--- src/rtl/waypoint_travel_controller_defines.svh ---
// Assertion macros for the waypoint travel controller
`ifndef WAYPOINT_TRAVEL_CONTROLLER_DEFINES_SVH
`define WAYPOINT_TRAVEL_CONTROLLER_DEFINES_SVH

// Check that an antecedent implies a consequent on the next clock edge
`define WTC_ASSERT_NEXT(label, ante, cons, msg) \
    label: assert property (@(posedge clk) disable iff (!rst_n) (ante) |=> (cons)) \
        else $error(msg);

// Check that an antecedent implies a consequent on the same clock edge
`define WTC_ASSERT_NOW(label, ante, cons, msg) \
    label: assert property (@(posedge clk) disable iff (!rst_n) (ante) |-> (cons)) \
        else $error(msg);

`endif

--- src/rtl/wtc_pkg.sv ---
// Shared types and constants for the waypoint travel controller
package wtc_pkg;

    localparam logic [1:0] CMD_STOP = 2'd0;
    localparam logic [1:0] CMD_POS  = 2'd1;
    localparam logic [1:0] CMD_DEST = 2'd2;

    localparam logic [2:0] MOTOR_STOP  = 3'd0;
    localparam logic [2:0] MOTOR_FWD   = 3'd1;
    localparam logic [2:0] MOTOR_BACK  = 3'd2;
    localparam logic [2:0] MOTOR_UP    = 3'd3;
    localparam logic [2:0] MOTOR_DOWN  = 3'd4;

    localparam logic [1:0] STEER_NONE    = 2'd0;
    localparam logic [1:0] STEER_DISABLE = 2'd1;
    localparam logic [1:0] STEER_ENABLE  = 2'd2;

    localparam logic [15:0] PULSE_RESET = 16'd100;
    localparam logic [15:0] ANGLE_MAX   = 16'd46080;

    // Angles in degrees scaled by 2^16; 360 degrees needs 25 bits, signed work uses 27
    localparam int ANG_W = 27;
    localparam logic signed [ANG_W-1:0] DEG180 = 27'sd11796480;
    localparam logic signed [ANG_W-1:0] DEG360 = 27'sd23592960;
    localparam int TABLE_LEN = 24;

    // Update classification from the datapath
    typedef struct packed {
        logic at_target;
        logic stuck;
        logic y_below;
        logic y_above;
        logic cordic_done;
    } wtc_status_t;

    // Controller commands to the datapath
    typedef struct packed {
        logic load_target;
        logic load_pos;
        logic cordic_start;
        logic cordic_second;
        logic commit_prev;
    } wtc_cmd_t;

    function automatic logic [ANG_W-1:0] atan_entry(input logic [4:0] idx);
        logic [ANG_W-1:0] v;
        begin
            unique case (idx)
                5'd0:  v = 27'd2949120;
                5'd1:  v = 27'd1740967;
                5'd2:  v = 27'd919879;
                5'd3:  v = 27'd466945;
                5'd4:  v = 27'd234379;
                5'd5:  v = 27'd117304;
                5'd6:  v = 27'd58666;
                5'd7:  v = 27'd29335;
                5'd8:  v = 27'd14668;
                5'd9:  v = 27'd7334;
                5'd10: v = 27'd3667;
                5'd11: v = 27'd1833;
                5'd12: v = 27'd917;
                5'd13: v = 27'd458;
                5'd14: v = 27'd229;
                5'd15: v = 27'd115;
                5'd16: v = 27'd57;
                5'd17: v = 27'd29;
                5'd18: v = 27'd14;
                5'd19: v = 27'd7;
                5'd20: v = 27'd4;
                5'd21: v = 27'd2;
                5'd22: v = 27'd1;
                default: v = 27'd0;
            endcase
            return v;
        end
    endfunction

endpackage

--- src/rtl/wtc_cordic.sv ---
// Iterative CORDIC vectoring unit: direction of a vector in degrees * 2^16
module wtc_cordic #(
    parameter int VEC_WIDTH  = 26,
    parameter int ITERATIONS = 16
) (
    input  logic                                   clk,
    input  logic                                   rst_n,
    input  logic                                   start,
    input  logic signed [VEC_WIDTH-1:0]            vec_x,
    input  logic signed [VEC_WIDTH-1:0]            vec_y,
    output logic                                   done,
    output logic        [wtc_pkg::ANG_W-1:0]       angle
);

    // Growth of up to 1.65 plus sign flip: two spare bits
    localparam int XW = VEC_WIDTH + 2;
    localparam int CW = $clog2(ITERATIONS + 1);

    logic signed [XW-1:0]             x_reg, x_next;
    logic signed [XW-1:0]             y_reg, y_next;
    logic signed [wtc_pkg::ANG_W-1:0] z_reg, z_next;
    logic [CW-1:0]                    iter_reg, iter_next;
    logic                             busy_reg, busy_next;
    logic                             done_reg, done_next;
    logic signed [XW-1:0]             xs, ys, x_ext, y_ext;
    logic signed [wtc_pkg::ANG_W-1:0] step_ang;
    logic signed [wtc_pkg::ANG_W-1:0] z_wrap;

    assign x_ext = XW'(vec_x);
    assign y_ext = XW'(vec_y);
    assign xs = y_reg >>> iter_reg;
    assign ys = x_reg >>> iter_reg;
    assign step_ang = $signed(wtc_pkg::atan_entry(5'(iter_reg)));

    always_comb
    begin
        x_next    = x_reg;
        y_next    = y_reg;
        z_next    = z_reg;
        iter_next = iter_reg;
        busy_next = busy_reg;
        done_next = 1'b0;
        if (start)
        begin
            // Pre-rotate into the right half plane
            if (vec_x < 0)
            begin
                x_next = -x_ext;
                y_next = -y_ext;
                z_next = wtc_pkg::DEG180;
            end
            else
            begin
                x_next = x_ext;
                y_next = y_ext;
                z_next = '0;
            end
            iter_next = '0;
            busy_next = 1'b1;
        end
        else if (busy_reg)
        begin
            if (y_reg >= 0)
            begin
                x_next = x_reg + xs;
                y_next = y_reg - ys;
                z_next = z_reg + step_ang;
            end
            else
            begin
                x_next = x_reg - xs;
                y_next = y_reg + ys;
                z_next = z_reg - step_ang;
            end
            iter_next = iter_reg + 1'b1;
            if (iter_reg == CW'(ITERATIONS - 1))
            begin
                busy_next = 1'b0;
                done_next = 1'b1;
            end
        end
    end

    always_ff @(posedge clk or negedge rst_n)
    begin
        if (!rst_n)
        begin
            iter_reg <= '0;
            busy_reg <= 1'b0;
            done_reg <= 1'b0;
        end
        else
        begin
            iter_reg <= iter_next;
            busy_reg <= busy_next;
            done_reg <= done_next;
        end
    end

    always_ff @(posedge clk)
    begin
        x_reg <= x_next;
        y_reg <= y_next;
        z_reg <= z_next;
    end

    // Wrap into [0, 360): range stays within (-100, 280)
    assign z_wrap = (z_reg < 0) ? z_reg + wtc_pkg::DEG360 : z_reg;
    assign angle  = z_wrap;
    assign done   = done_reg;

endmodule

--- src/rtl/wtc_datapath.sv ---
// Datapath: position state, classification and heading computation
module wtc_datapath #(
    parameter int POS_WIDTH  = 24,
    parameter int ITERATIONS = 16
) (
    input  logic                        clk,
    input  logic                        rst_n,
    input  wtc_pkg::wtc_cmd_t           ctl,
    input  logic signed [POS_WIDTH-1:0] pos_x,
    input  logic signed [POS_WIDTH-1:0] pos_y,
    input  logic signed [POS_WIDTH-1:0] pos_z,
    output wtc_pkg::wtc_status_t        status,
    output logic [15:0]                 steer_angle
);

    localparam int VW = POS_WIDTH + 1;
    localparam int AW = wtc_pkg::ANG_W;

    logic signed [POS_WIDTH-1:0] prev_x_reg, prev_z_reg;
    logic signed [POS_WIDTH-1:0] tgt_x_reg, tgt_y_reg, tgt_z_reg;
    logic signed [POS_WIDTH-1:0] cur_x_reg, cur_z_reg;
    logic signed [VW-1:0]        vec_x, vec_y;
    logic                        cdone;
    logic [AW-1:0]               cangle;
    logic signed [AW-1:0]        dir_a_reg;
    logic signed [AW-1:0]        diff, fold;
    logic [AW-1:0]               rnd;

    always_ff @(posedge clk or negedge rst_n)
    begin
        if (!rst_n)
        begin
            prev_x_reg <= '0;
            prev_z_reg <= '0;
            tgt_x_reg  <= '0;
            tgt_y_reg  <= '0;
            tgt_z_reg  <= '0;
        end
        else
        begin
            if (ctl.load_target)
            begin
                tgt_x_reg <= pos_x;
                tgt_y_reg <= pos_y;
                tgt_z_reg <= pos_z;
            end
            if (ctl.commit_prev)
            begin
                prev_x_reg <= pos_x;
                prev_z_reg <= pos_z;
            end
        end
    end

    always_ff @(posedge clk)
    begin
        if (ctl.load_pos)
        begin
            cur_x_reg <= pos_x;
            cur_z_reg <= pos_z;
        end
        if (cdone)
        begin
            dir_a_reg <= $signed(cangle);
        end
    end

    // Classification works on the live input at acceptance
    assign status.at_target   = (pos_x == tgt_x_reg) && (pos_z == tgt_z_reg);
    assign status.stuck       = (pos_x == prev_x_reg) && (pos_z == prev_z_reg);
    assign status.y_below     = pos_y < tgt_y_reg;
    assign status.y_above     = pos_y > tgt_y_reg;
    assign status.cordic_done = cdone;

    // First pass: previous-move vector; second pass: to-target vector
    always_comb
    begin
        if (ctl.cordic_second)
        begin
            vec_x = VW'(tgt_x_reg) - VW'(cur_x_reg);
            vec_y = VW'(tgt_z_reg) - VW'(cur_z_reg);
        end
        else
        begin
            vec_x = VW'(pos_x) - VW'(prev_x_reg);
            vec_y = VW'(pos_z) - VW'(prev_z_reg);
        end
    end

    wtc_cordic #(
        .VEC_WIDTH  (VW),
        .ITERATIONS (ITERATIONS)
    ) u_cordic (
        .clk    (clk),
        .rst_n  (rst_n),
        .start  (ctl.cordic_start),
        .vec_x  (vec_x),
        .vec_y  (vec_y),
        .done   (cdone),
        .angle  (cangle)
    );

    // Valid in the cycle the second pass finishes
    assign diff = dir_a_reg - $signed(cangle);
    always_comb
    begin
        fold = (diff < 0) ? diff + wtc_pkg::DEG360 : diff;
        if (fold > wtc_pkg::DEG180)
        begin
            fold = wtc_pkg::DEG360 - fold;
        end
    end
    assign rnd = (AW'(fold) + AW'(128)) >> 8;
    assign steer_angle = (rnd > AW'(wtc_pkg::ANGLE_MAX)) ? wtc_pkg::ANGLE_MAX : rnd[15:0];

endmodule

--- src/rtl/wtc_controller.sv ---
// Controller: sequences commands and drives the result register
module wtc_controller (
    input  logic                 clk,
    input  logic                 rst_n,
    input  logic                 s_tvalid,
    output logic                 s_tready,
    input  logic [1:0]           in_cmd,
    input  wtc_pkg::wtc_status_t status,
    input  logic [15:0]          angle,
    input  logic [15:0]          pulse_ticks,
    output wtc_pkg::wtc_cmd_t    ctl,
    output logic                 m_tvalid,
    input  logic                 m_tready,
    output logic [38:0]          m_tdata,
    output logic                 m_tlast
);

    typedef enum logic [2:0] {
        ST_IDLE,
        ST_DIR_A,
        ST_DIR_B,
        ST_OUT1,
        ST_OUT2
    } state_t;

    state_t      state_reg, state_next;
    logic        valid_reg, valid_next;
    logic [38:0] data_reg, data_next;
    logic        last_reg, last_next;
    logic        accept;
    logic        out_free;

    // tdata fields from the lowest bit: motor_valid, motor_cmd, steer_change,
    // angle_valid, steer_angle, hold_ticks
    function automatic logic [38:0] pack(input logic mv, input logic [2:0] mc,
                                         input logic [1:0] sc, input logic av,
                                         input logic [15:0] ang, input logic [15:0] hold);
        begin
            return {hold, ang, av, sc, mc, mv};
        end
    endfunction

    assign out_free = !valid_reg || m_tready;
    assign s_tready = (state_reg == ST_IDLE) && out_free;
    assign accept   = s_tvalid && s_tready;

    always_comb
    begin
        ctl.load_target   = accept && (in_cmd == wtc_pkg::CMD_DEST);
        ctl.load_pos      = accept && (in_cmd == wtc_pkg::CMD_POS);
        ctl.commit_prev   = accept && (in_cmd == wtc_pkg::CMD_POS);
        ctl.cordic_start  = (accept && (in_cmd == wtc_pkg::CMD_POS)
                             && !status.at_target && !status.stuck)
                            || ((state_reg == ST_DIR_A) && status.cordic_done);
        ctl.cordic_second = (state_reg == ST_DIR_A);
    end

    always_comb
    begin
        state_next = state_reg;
        valid_next = valid_reg && !m_tready;
        data_next  = data_reg;
        last_next  = last_reg;
        unique case (state_reg)
            ST_IDLE:
            begin
                if (accept)
                begin
                    unique case (in_cmd)
                        wtc_pkg::CMD_STOP:
                        begin
                            valid_next = 1'b1;
                            data_next  = pack(1'b1, wtc_pkg::MOTOR_STOP,
                                              wtc_pkg::STEER_DISABLE, 1'b0, '0, '0);
                            last_next  = 1'b1;
                        end
                        wtc_pkg::CMD_DEST:
                        begin
                            valid_next = 1'b1;
                            data_next  = pack(1'b1, wtc_pkg::MOTOR_FWD,
                                              wtc_pkg::STEER_NONE, 1'b0, '0, pulse_ticks);
                            last_next  = 1'b0;
                            state_next = ST_OUT2;
                        end
                        wtc_pkg::CMD_POS:
                        begin
                            priority if (status.at_target)
                            begin
                                valid_next = 1'b1;
                                data_next  = pack(1'b1,
                                    status.y_below ? wtc_pkg::MOTOR_UP :
                                    status.y_above ? wtc_pkg::MOTOR_DOWN :
                                    wtc_pkg::MOTOR_STOP,
                                    wtc_pkg::STEER_DISABLE, 1'b0, '0, '0);
                                last_next  = 1'b1;
                            end
                            else if (status.stuck)
                            begin
                                valid_next = 1'b1;
                                data_next  = pack(1'b1, wtc_pkg::MOTOR_BACK,
                                                  wtc_pkg::STEER_DISABLE, 1'b0, '0,
                                                  pulse_ticks);
                                last_next  = 1'b0;
                                state_next = ST_OUT2;
                            end
                            else
                            begin
                                state_next = ST_DIR_A;
                            end
                        end
                        default:
                        begin
                            // Unknown command: drop
                        end
                    endcase
                end
            end
            ST_DIR_A:
            begin
                if (status.cordic_done)
                begin
                    state_next = ST_DIR_B;
                end
            end
            ST_DIR_B:
            begin
                if (status.cordic_done)
                begin
                    state_next = ST_OUT1;
                    data_next  = pack(1'b0, wtc_pkg::MOTOR_STOP, wtc_pkg::STEER_ENABLE,
                                      1'b1, angle, '0);
                end
            end
            ST_OUT1:
            begin
                // Hold the angle item until the output register frees
                if (out_free)
                begin
                    valid_next = 1'b1;
                    last_next  = 1'b1;
                    state_next = ST_IDLE;
                end
            end
            ST_OUT2:
            begin
                if (out_free)
                begin
                    valid_next = 1'b1;
                    data_next  = pack(1'b1, wtc_pkg::MOTOR_STOP, wtc_pkg::STEER_ENABLE,
                                      1'b0, '0, '0);
                    last_next  = 1'b1;
                    state_next = ST_IDLE;
                end
            end
            default:
            begin
                state_next = ST_IDLE;
            end
        endcase
    end

    always_ff @(posedge clk or negedge rst_n)
    begin
        if (!rst_n)
        begin
            state_reg <= ST_IDLE;
            valid_reg <= 1'b0;
            data_reg  <= '0;
            last_reg  <= 1'b0;
        end
        else
        begin
            state_reg <= state_next;
            valid_reg <= valid_next;
            data_reg  <= data_next;
            last_reg  <= last_next;
        end
    end

    assign m_tvalid = valid_reg;
    assign m_tdata  = data_reg;
    assign m_tlast  = last_reg;

endmodule

--- src/rtl/waypoint_travel_controller.sv ---
// Top level of the waypoint travel controller
// Stop, arrive, stuck and destination items give their first result in the cycle after
// acceptance; a steering item runs two CORDIC passes before its angle item is registered.
// A new item is taken only when the controller is idle and the output is free; steering
// items take two passes of the shared iterative CORDIC; two-result items give two beats.
// Reset: rst_n clears the previous position and the target, sets pulse_ticks to 100.
`include "waypoint_travel_controller_defines.svh"

module waypoint_travel_controller #(
    parameter int POS_WIDTH        = 24,
    parameter int ANGLE_ITERATIONS = 16
) (
    input  logic                   clk,
    input  logic                   rst_n,
    input  logic                   s_tvalid,
    output logic                   s_tready,
    // cmd, pos_x, pos_y, pos_z from bit 0, zero-filled to whole bytes
    input  logic [((2+3*POS_WIDTH+7)/8)*8-1:0] s_tdata,
    output logic                   m_tvalid,
    input  logic                   m_tready,
    // motor_valid, motor_cmd, steer_change, angle_valid, steer_angle, hold_ticks
    output logic [39:0]            m_tdata,
    output logic                   m_tlast,
    input  logic                   psel,
    input  logic                   penable,
    input  logic                   pwrite,
    input  logic [1:0]             paddr,
    input  logic [31:0]            pwdata,
    output logic [31:0]            prdata,
    output logic                   pready
);

    localparam logic [1:0] REG_PULSE = 2'd0;

    logic [15:0]                 pulse_reg;
    logic [1:0]                  in_cmd;
    logic signed [POS_WIDTH-1:0] in_x, in_y, in_z;
    wtc_pkg::wtc_status_t        status;
    wtc_pkg::wtc_cmd_t           ctl;
    logic [15:0]                 angle;
    logic [38:0]                 out_data;

    assign in_cmd = s_tdata[1:0];
    assign in_x   = s_tdata[2 +: POS_WIDTH];
    assign in_y   = s_tdata[2+POS_WIDTH +: POS_WIDTH];
    assign in_z   = s_tdata[2+2*POS_WIDTH +: POS_WIDTH];

    assign pready = 1'b1;
    always_ff @(posedge clk or negedge rst_n)
    begin
        if (!rst_n)
        begin
            pulse_reg <= wtc_pkg::PULSE_RESET;
        end
        else if (psel && penable && pwrite && (paddr == REG_PULSE))
        begin
            pulse_reg <= pwdata[15:0];
        end
    end
    assign prdata = (paddr == REG_PULSE) ? {16'd0, pulse_reg} : 32'd0;

    wtc_datapath #(
        .POS_WIDTH  (POS_WIDTH),
        .ITERATIONS (ANGLE_ITERATIONS)
    ) u_datapath (
        .clk         (clk),
        .rst_n       (rst_n),
        .ctl         (ctl),
        .pos_x       (in_x),
        .pos_y       (in_y),
        .pos_z       (in_z),
        .status      (status),
        .steer_angle (angle)
    );

    wtc_controller u_controller (
        .clk         (clk),
        .rst_n       (rst_n),
        .s_tvalid    (s_tvalid),
        .s_tready    (s_tready),
        .in_cmd      (in_cmd),
        .status      (status),
        .angle       (angle),
        .pulse_ticks (pulse_reg),
        .ctl         (ctl),
        .m_tvalid    (m_tvalid),
        .m_tready    (m_tready),
        .m_tdata     (out_data),
        .m_tlast     (m_tlast)
    );

    assign m_tdata = {1'b0, out_data};

    `WTC_ASSERT_NOW(a_angle_range, m_tvalid, m_tdata[22:7] <= wtc_pkg::ANGLE_MAX, "angle above 180 degrees")
    `WTC_ASSERT_NOW(a_no_accept_busy, m_tvalid && !m_tready, !s_tready, "accept while output stalled")
    `WTC_ASSERT_NEXT(a_hold_stall, m_tvalid && !m_tready, m_tvalid && $stable(m_tdata), "result lost under stall")

endmodule
--- config.mk ---
export PLATFORM = sky130hd
export DESIGN_NAME = waypoint_travel_controller
export DESIGN_NICKNAME = d
export VERILOG_FILES = /design/src/rtl/wtc_pkg.sv /design/src/rtl/wtc_cordic.sv /design/src/rtl/wtc_datapath.sv /design/src/rtl/wtc_controller.sv /design/src/rtl/waypoint_travel_controller.sv
export VERILOG_INCLUDE_DIRS = /design/src /design/src/rtl
export SDC_FILE = /design/constraint.sdc
export NUM_CORES = 1
export LEC_CHECK = 0
export ABC_AREA = 0
export ABC_CLOCK_PERIOD_IN_PS = 6550
export BUFFER_PORTS_ARGS = -buffer_cell sky130_fd_sc_hd__buf_2
export CAP_MARGIN = 30
export CORE_UTILIZATION = 50
export DETAILED_ROUTE_END_ITERATION = 8
export MAX_ROUTING_LAYER = met4
export PLACE_DENSITY = 0.7
export SYNTH_ARGS = -nofsm -noshare
export SYNTH_HDL_FRONTEND = slang
export SYNTH_SLANG_ARGS = --single-unit
--- constraint.sdc ---
create_clock -name clk -period 6.55 [get_ports clk]
set_clock_uncertainty 0.1 [all_clocks]
set_input_delay 1.6375 -clock clk [delete_from_list [all_inputs] [get_ports clk]]
set_output_delay 1.6375 -clock clk [all_outputs]
set_load 0.02 [all_outputs]
==> impl_metrics.prom <==
# TYPE chip_impl_metric gauge
chip_impl_info{name="run_status",value="finished, violations left"} 1
chip_impl_info{name="failed_checks",value="setup timing"} 1
chip_impl_metric{name="die_height",unit="um"} 254
chip_impl_info{name="worst-setup-path-type",value="reg -> reg"} 1
chip_impl_metric{name="vias",unit=""} 28100
chip_impl_metric{name="timing_worst_slew_pin_value",unit="ns"} 0.927
chip_impl_info{name="timing.critical_path.to_type",value="register"} 1
chip_impl_metric{name="final_area",unit="um^2"} 36800
chip_impl_metric{name="routed_wirelength",unit="mm"} 86.5
chip_impl_metric{name="synth_async_sr_flop_share",unit="%"} 54.5
chip_impl_metric{name="flip_flop_count_of_the_largest_register_all_copies_and_words_added",unit=""} 39
chip_impl_info{name="dominantRegCellSynth",value="sky130_fd_sc_hd__dfrtp_1"} 1
chip_impl_info{name="clock_tree_from_tritoncts",value="built"} 1
chip_impl_metric{name="finalWorstSetupSlack",unit="ns"} -0.0492
chip_impl_metric{name="pin_count_of_the_biggest_net_entering_global_routing",unit=""} 144
chip_impl_metric{name="clock_sinks",unit=""} 343
chip_impl_metric{name="maxCapViolCount",unit=""} 0
chip_impl_metric{name="port_buffers",unit=""} 156
chip_impl_metric{name="post-route-drc-count",unit=""} 0
chip_impl_info{name="layout_common_cells",value="sky130_fd_sc_hd__nand2_1 (382), sky130_fd_sc_hd__o21ai_0 (284), sky130_fd_sc_hd__nor2_1 (263), sky130_fd_sc_hd__inv_1 (260), sky130_fd_sc_hd__ha_1 (237)"} 1
chip_impl_metric{name="grt_first_pass_wirelength",unit="mm"} 137
chip_impl_metric{name="instances_no_fill",unit=""} 4884
chip_impl_metric{name="placed_cells",unit=""} 4780
chip_impl_info{name="worst_r2r_startpoint",value="u_datapath.dir_a_reg[0]"} 1
chip_impl_metric{name="die_area",unit="um^2"} 64300
chip_impl_metric{name="overflow",unit=""} 0
chip_impl_info{name="setup.worst_path.start_class",value="register"} 1
chip_impl_metric{name="die_x",unit="um"} 254
chip_impl_metric{name="synth.ff_latch_count",unit=""} 343
chip_impl_metric{name="detail-route-antenna-nets",unit=""} 0
chip_impl_info{name="holdCritPathClass",value="reg -> reg"} 1
chip_impl_metric{name="finalCritPeriodShare",unit="%"} 101
chip_impl_metric{name="timing.fmax",unit="MHz"} 152
chip_impl_metric{name="worst_ep_required_time",unit="ns"} 6.95
chip_impl_metric{name="worst_slew_slack_as_a_fraction_of_its_limit",unit="%"} 38.2
chip_impl_info{name="largest-register",value="u_controller.m_tdata"} 1
chip_impl_metric{name="fp-row-count",unit=""} 91
chip_impl_metric{name="yosys_warnings",unit=""} 0
chip_impl_metric{name="drt_first_pass_iters",unit=""} 6
chip_impl_info{name="critPathSlowestCell",value="sky130_fd_sc_hd__or4b_4"} 1
chip_impl_metric{name="critical_path.max_fanout",unit=""} 5
chip_impl_metric{name="postPlaceCellArea",unit="um^2"} 34800
chip_impl_metric{name="report.final.hold_viol_count",unit=""} 0
chip_impl_metric{name="drt-vias-per-instance",unit=""} 5.76
chip_impl_metric{name="r2r.worst_path.cells",unit=""} 34
chip_impl_metric{name="synth_cell_type_count",unit=""} 109
chip_impl_metric{name="clock_tree.buffer_depth",unit=""} 3
chip_impl_metric{name="num-nets-final",unit=""} 4381
chip_impl_metric{name="critical_path.max_stage_delay",unit="ns"} 0.51
chip_impl_metric{name="design.portCount",unit=""} 197
chip_impl_metric{name="place_hpwl",unit="mm"} 65.7
chip_impl_metric{name="maxSlewViolCount",unit=""} 0
chip_impl_metric{name="worst_skew_pair.late_latency",unit="ns"} 0.60
chip_impl_metric{name="worst_ep_arrival_time",unit="ns"} 7.00
chip_impl_metric{name="mappedNetlistArea",unit="um^2"} 31600
chip_impl_info{name="grt_setup_unrepaired",value="yes"} 1
chip_impl_info{name="timing.critical_path.from",value="u_datapath.dir_a_reg[0]"} 1
chip_impl_metric{name="setup-violations-final",unit=""} 7
chip_impl_metric{name="synth_enable_flop_cells",unit=""} 156
chip_impl_metric{name="synthesis.area_per_instance",unit="um^2"} 8.52
chip_impl_metric{name="globalRouteTotalUtil",unit="%"} 27.1
chip_impl_metric{name="cts.hold.buffers_added",unit=""} 0
chip_impl_metric{name="period_minus_slack",unit="ns"} 6.60
chip_impl_metric{name="wire_per_inst",unit="um"} 17.7
chip_impl_metric{name="finalWeightedCongestion",unit=""} 0.996
chip_impl_info{name="most_common_cell_after_layout_fill_and_taps_aside",value="sky130_fd_sc_hd__nand2_1"} 1
chip_impl_info{name="hold_start",value="u_controller.m_tdata[2]"} 1
chip_impl_metric{name="numCtsBuffers",unit=""} 43
chip_impl_metric{name="synth.yosys.seq_area_share",unit="%"} 29.6
chip_impl_info{name="cts_root_buffer",value="sky130_fd_sc_hd__clkbuf_16"} 1
chip_impl_metric{name="synth_cells",unit=""} 3715
chip_impl_metric{name="cts.reportedPaths.clkPinSlew",unit="ns"} 0.06
chip_impl_metric{name="via_count_of_the_first_global_routing_pass",unit=""} 26600
chip_impl_metric{name="drtIter0Drc",unit=""} 2198
chip_impl_metric{name="htreeDepth",unit=""} 2
chip_impl_metric{name="placeableCoreArea",unit="um^2"} 62200
chip_impl_metric{name="drive_gt1_share",unit="%"} 18.5
chip_impl_metric{name="antenna_found_initial",unit=""} 2
chip_impl_metric{name="layout_overhead_on_the_synthesized_area",unit="%"} 16.4
chip_impl_metric{name="starting_density",unit="%"} 50.9
chip_impl_metric{name="hold_path_depth",unit=""} 2
==> what timing repair did <==
item / CTS / global route
gates resized for setup: 25 / 70
pin swaps: 11 / 18
buffers inserted: 11 / 7
setup endpoints to repair: 17 / 32
cloned: 1 / 2
==> area by class of cell <==
cell class	count	area [um^2]
clock inverter	19	220
sequential	343	9380
timing repair buffer	400	2850
clock buffer	61	1260
antenna	3	7.51
multi-input combinational	2956	21100
inverter	265	997
tap	837	1050
fill	5570	25300
==> Yosys cell counts (29+ instances only) <==
master,n,share of area (%)
sky130_fd_sc_hd__mux2_2,100,3.6
sky130_fd_sc_hd__nor2b_1,45,0.89
sky130_fd_sc_hd__nand3_1,103,1.6
sky130_fd_sc_hd__and2_1,35,0.69
sky130_fd_sc_hd__inv_1,262,3.1
sky130_fd_sc_hd__nand2_1,385,4.6
sky130_fd_sc_hd__or3_1,45,0.89
sky130_fd_sc_hd__clkbuf_1,110,1.3
sky130_fd_sc_hd__and3_1,43,0.85
sky130_fd_sc_hd__nor3_1,84,1.3
sky130_fd_sc_hd__dfrtp_1,184,15
sky130_fd_sc_hd__ha_1,243,9.6
sky130_fd_sc_hd__o21ai_0,304,4.8
sky130_fd_sc_hd__xnor2_1,237,6.6
sky130_fd_sc_hd__nand4_1,45,0.89
sky130_fd_sc_hd__a21o_1,57,1.4
sky130_fd_sc_hd__nor2_1,267,3.2
sky130_fd_sc_hd__xor2_1,104,2.9
sky130_fd_sc_hd__a31oi_1,40,0.79
sky130_fd_sc_hd__mux2i_1,65,2.1
sky130_fd_sc_hd__edfxtp_1,156,15
sky130_fd_sc_hd__o21bai_1,29,0.69
sky130_fd_sc_hd__a211oi_1,55,1.3
sky130_fd_sc_hd__o31ai_1,31,0.74
sky130_fd_sc_hd__a21oi_1,225,3.6
sky130_fd_sc_hd__nand2b_1,36,0.71
==> worst max-delay path, delay by kind of cell (launching register included) <==
kind | cells | cell delay [ns]
and+or+nand+nor | 8 | 1.76
adders and majority gates | 4 | 0.94
xor gates and xnor gates | 4 | 0.48
AOI/OAI and AO/OA | 13 | 2.38
buffers and inverters | 5 | 0.50
DFF | 1 | 0.36
==> worst paths after layout <==
path | endpoint | slack, ns
max | u_controller.m_tdata[11] | -0.05
max in group asynchronous | u_controller.m_tdata[29] | 4.20
min in group asynchronous | u_datapath.tgt_x_reg[10] | 0.90
max reg2reg | u_controller.m_tdata[11] | -0.05
min | u_controller.m_tdata[2] | 0.36
min reg2reg | u_controller.m_tdata[2] | 0.36
==> metrics by stage <==
step / hold slack (ns) / TNS, ns / utilization, % / worst slack (ns)
global route: 0.378 / -5.15 / 59.3 / -0.415
global placement: 0.348 / -2.28 / 55.9 / -0.212
detailed placement: 0.353 / -3.70 / 56.0 / -0.318
finish: 0.361 / -0.228 / 59.3 / -0.0492
CTS: 0.365 / -0.0829 / 58.7 / -0.0315
floorplan: 0.354 / 0 / - / 0.00328
==> per-layer routing <==
layer	vias up	share of wire (%)	track usage [%]
met3	161	4.8	2.87
met1	13300	44	35.1
met2	708	47	44.0
met4	0	3.5	9.77
met5	-	0	-
li1	14000	-	-
==> cells by family (layout without fill, tap and decap cells) <==
kind of cell	after synthesis	in the layout	synth area share, %
buffers and inverters	433	745	5.42
other	2	21	0.0237
DFF	343	343	29.6
AOI/OAI and AO/OA	977	978	20.0
and+or+nand+nor	1174	1174	17.8
adders and majority gates	251	251	10.1
muxes	190	190	7.39
xor gates and xnor gates	345	345	9.69
Power is not shown: default switching activity piles up to over one toggle a cycle in this logic, so the estimate is an artifact.
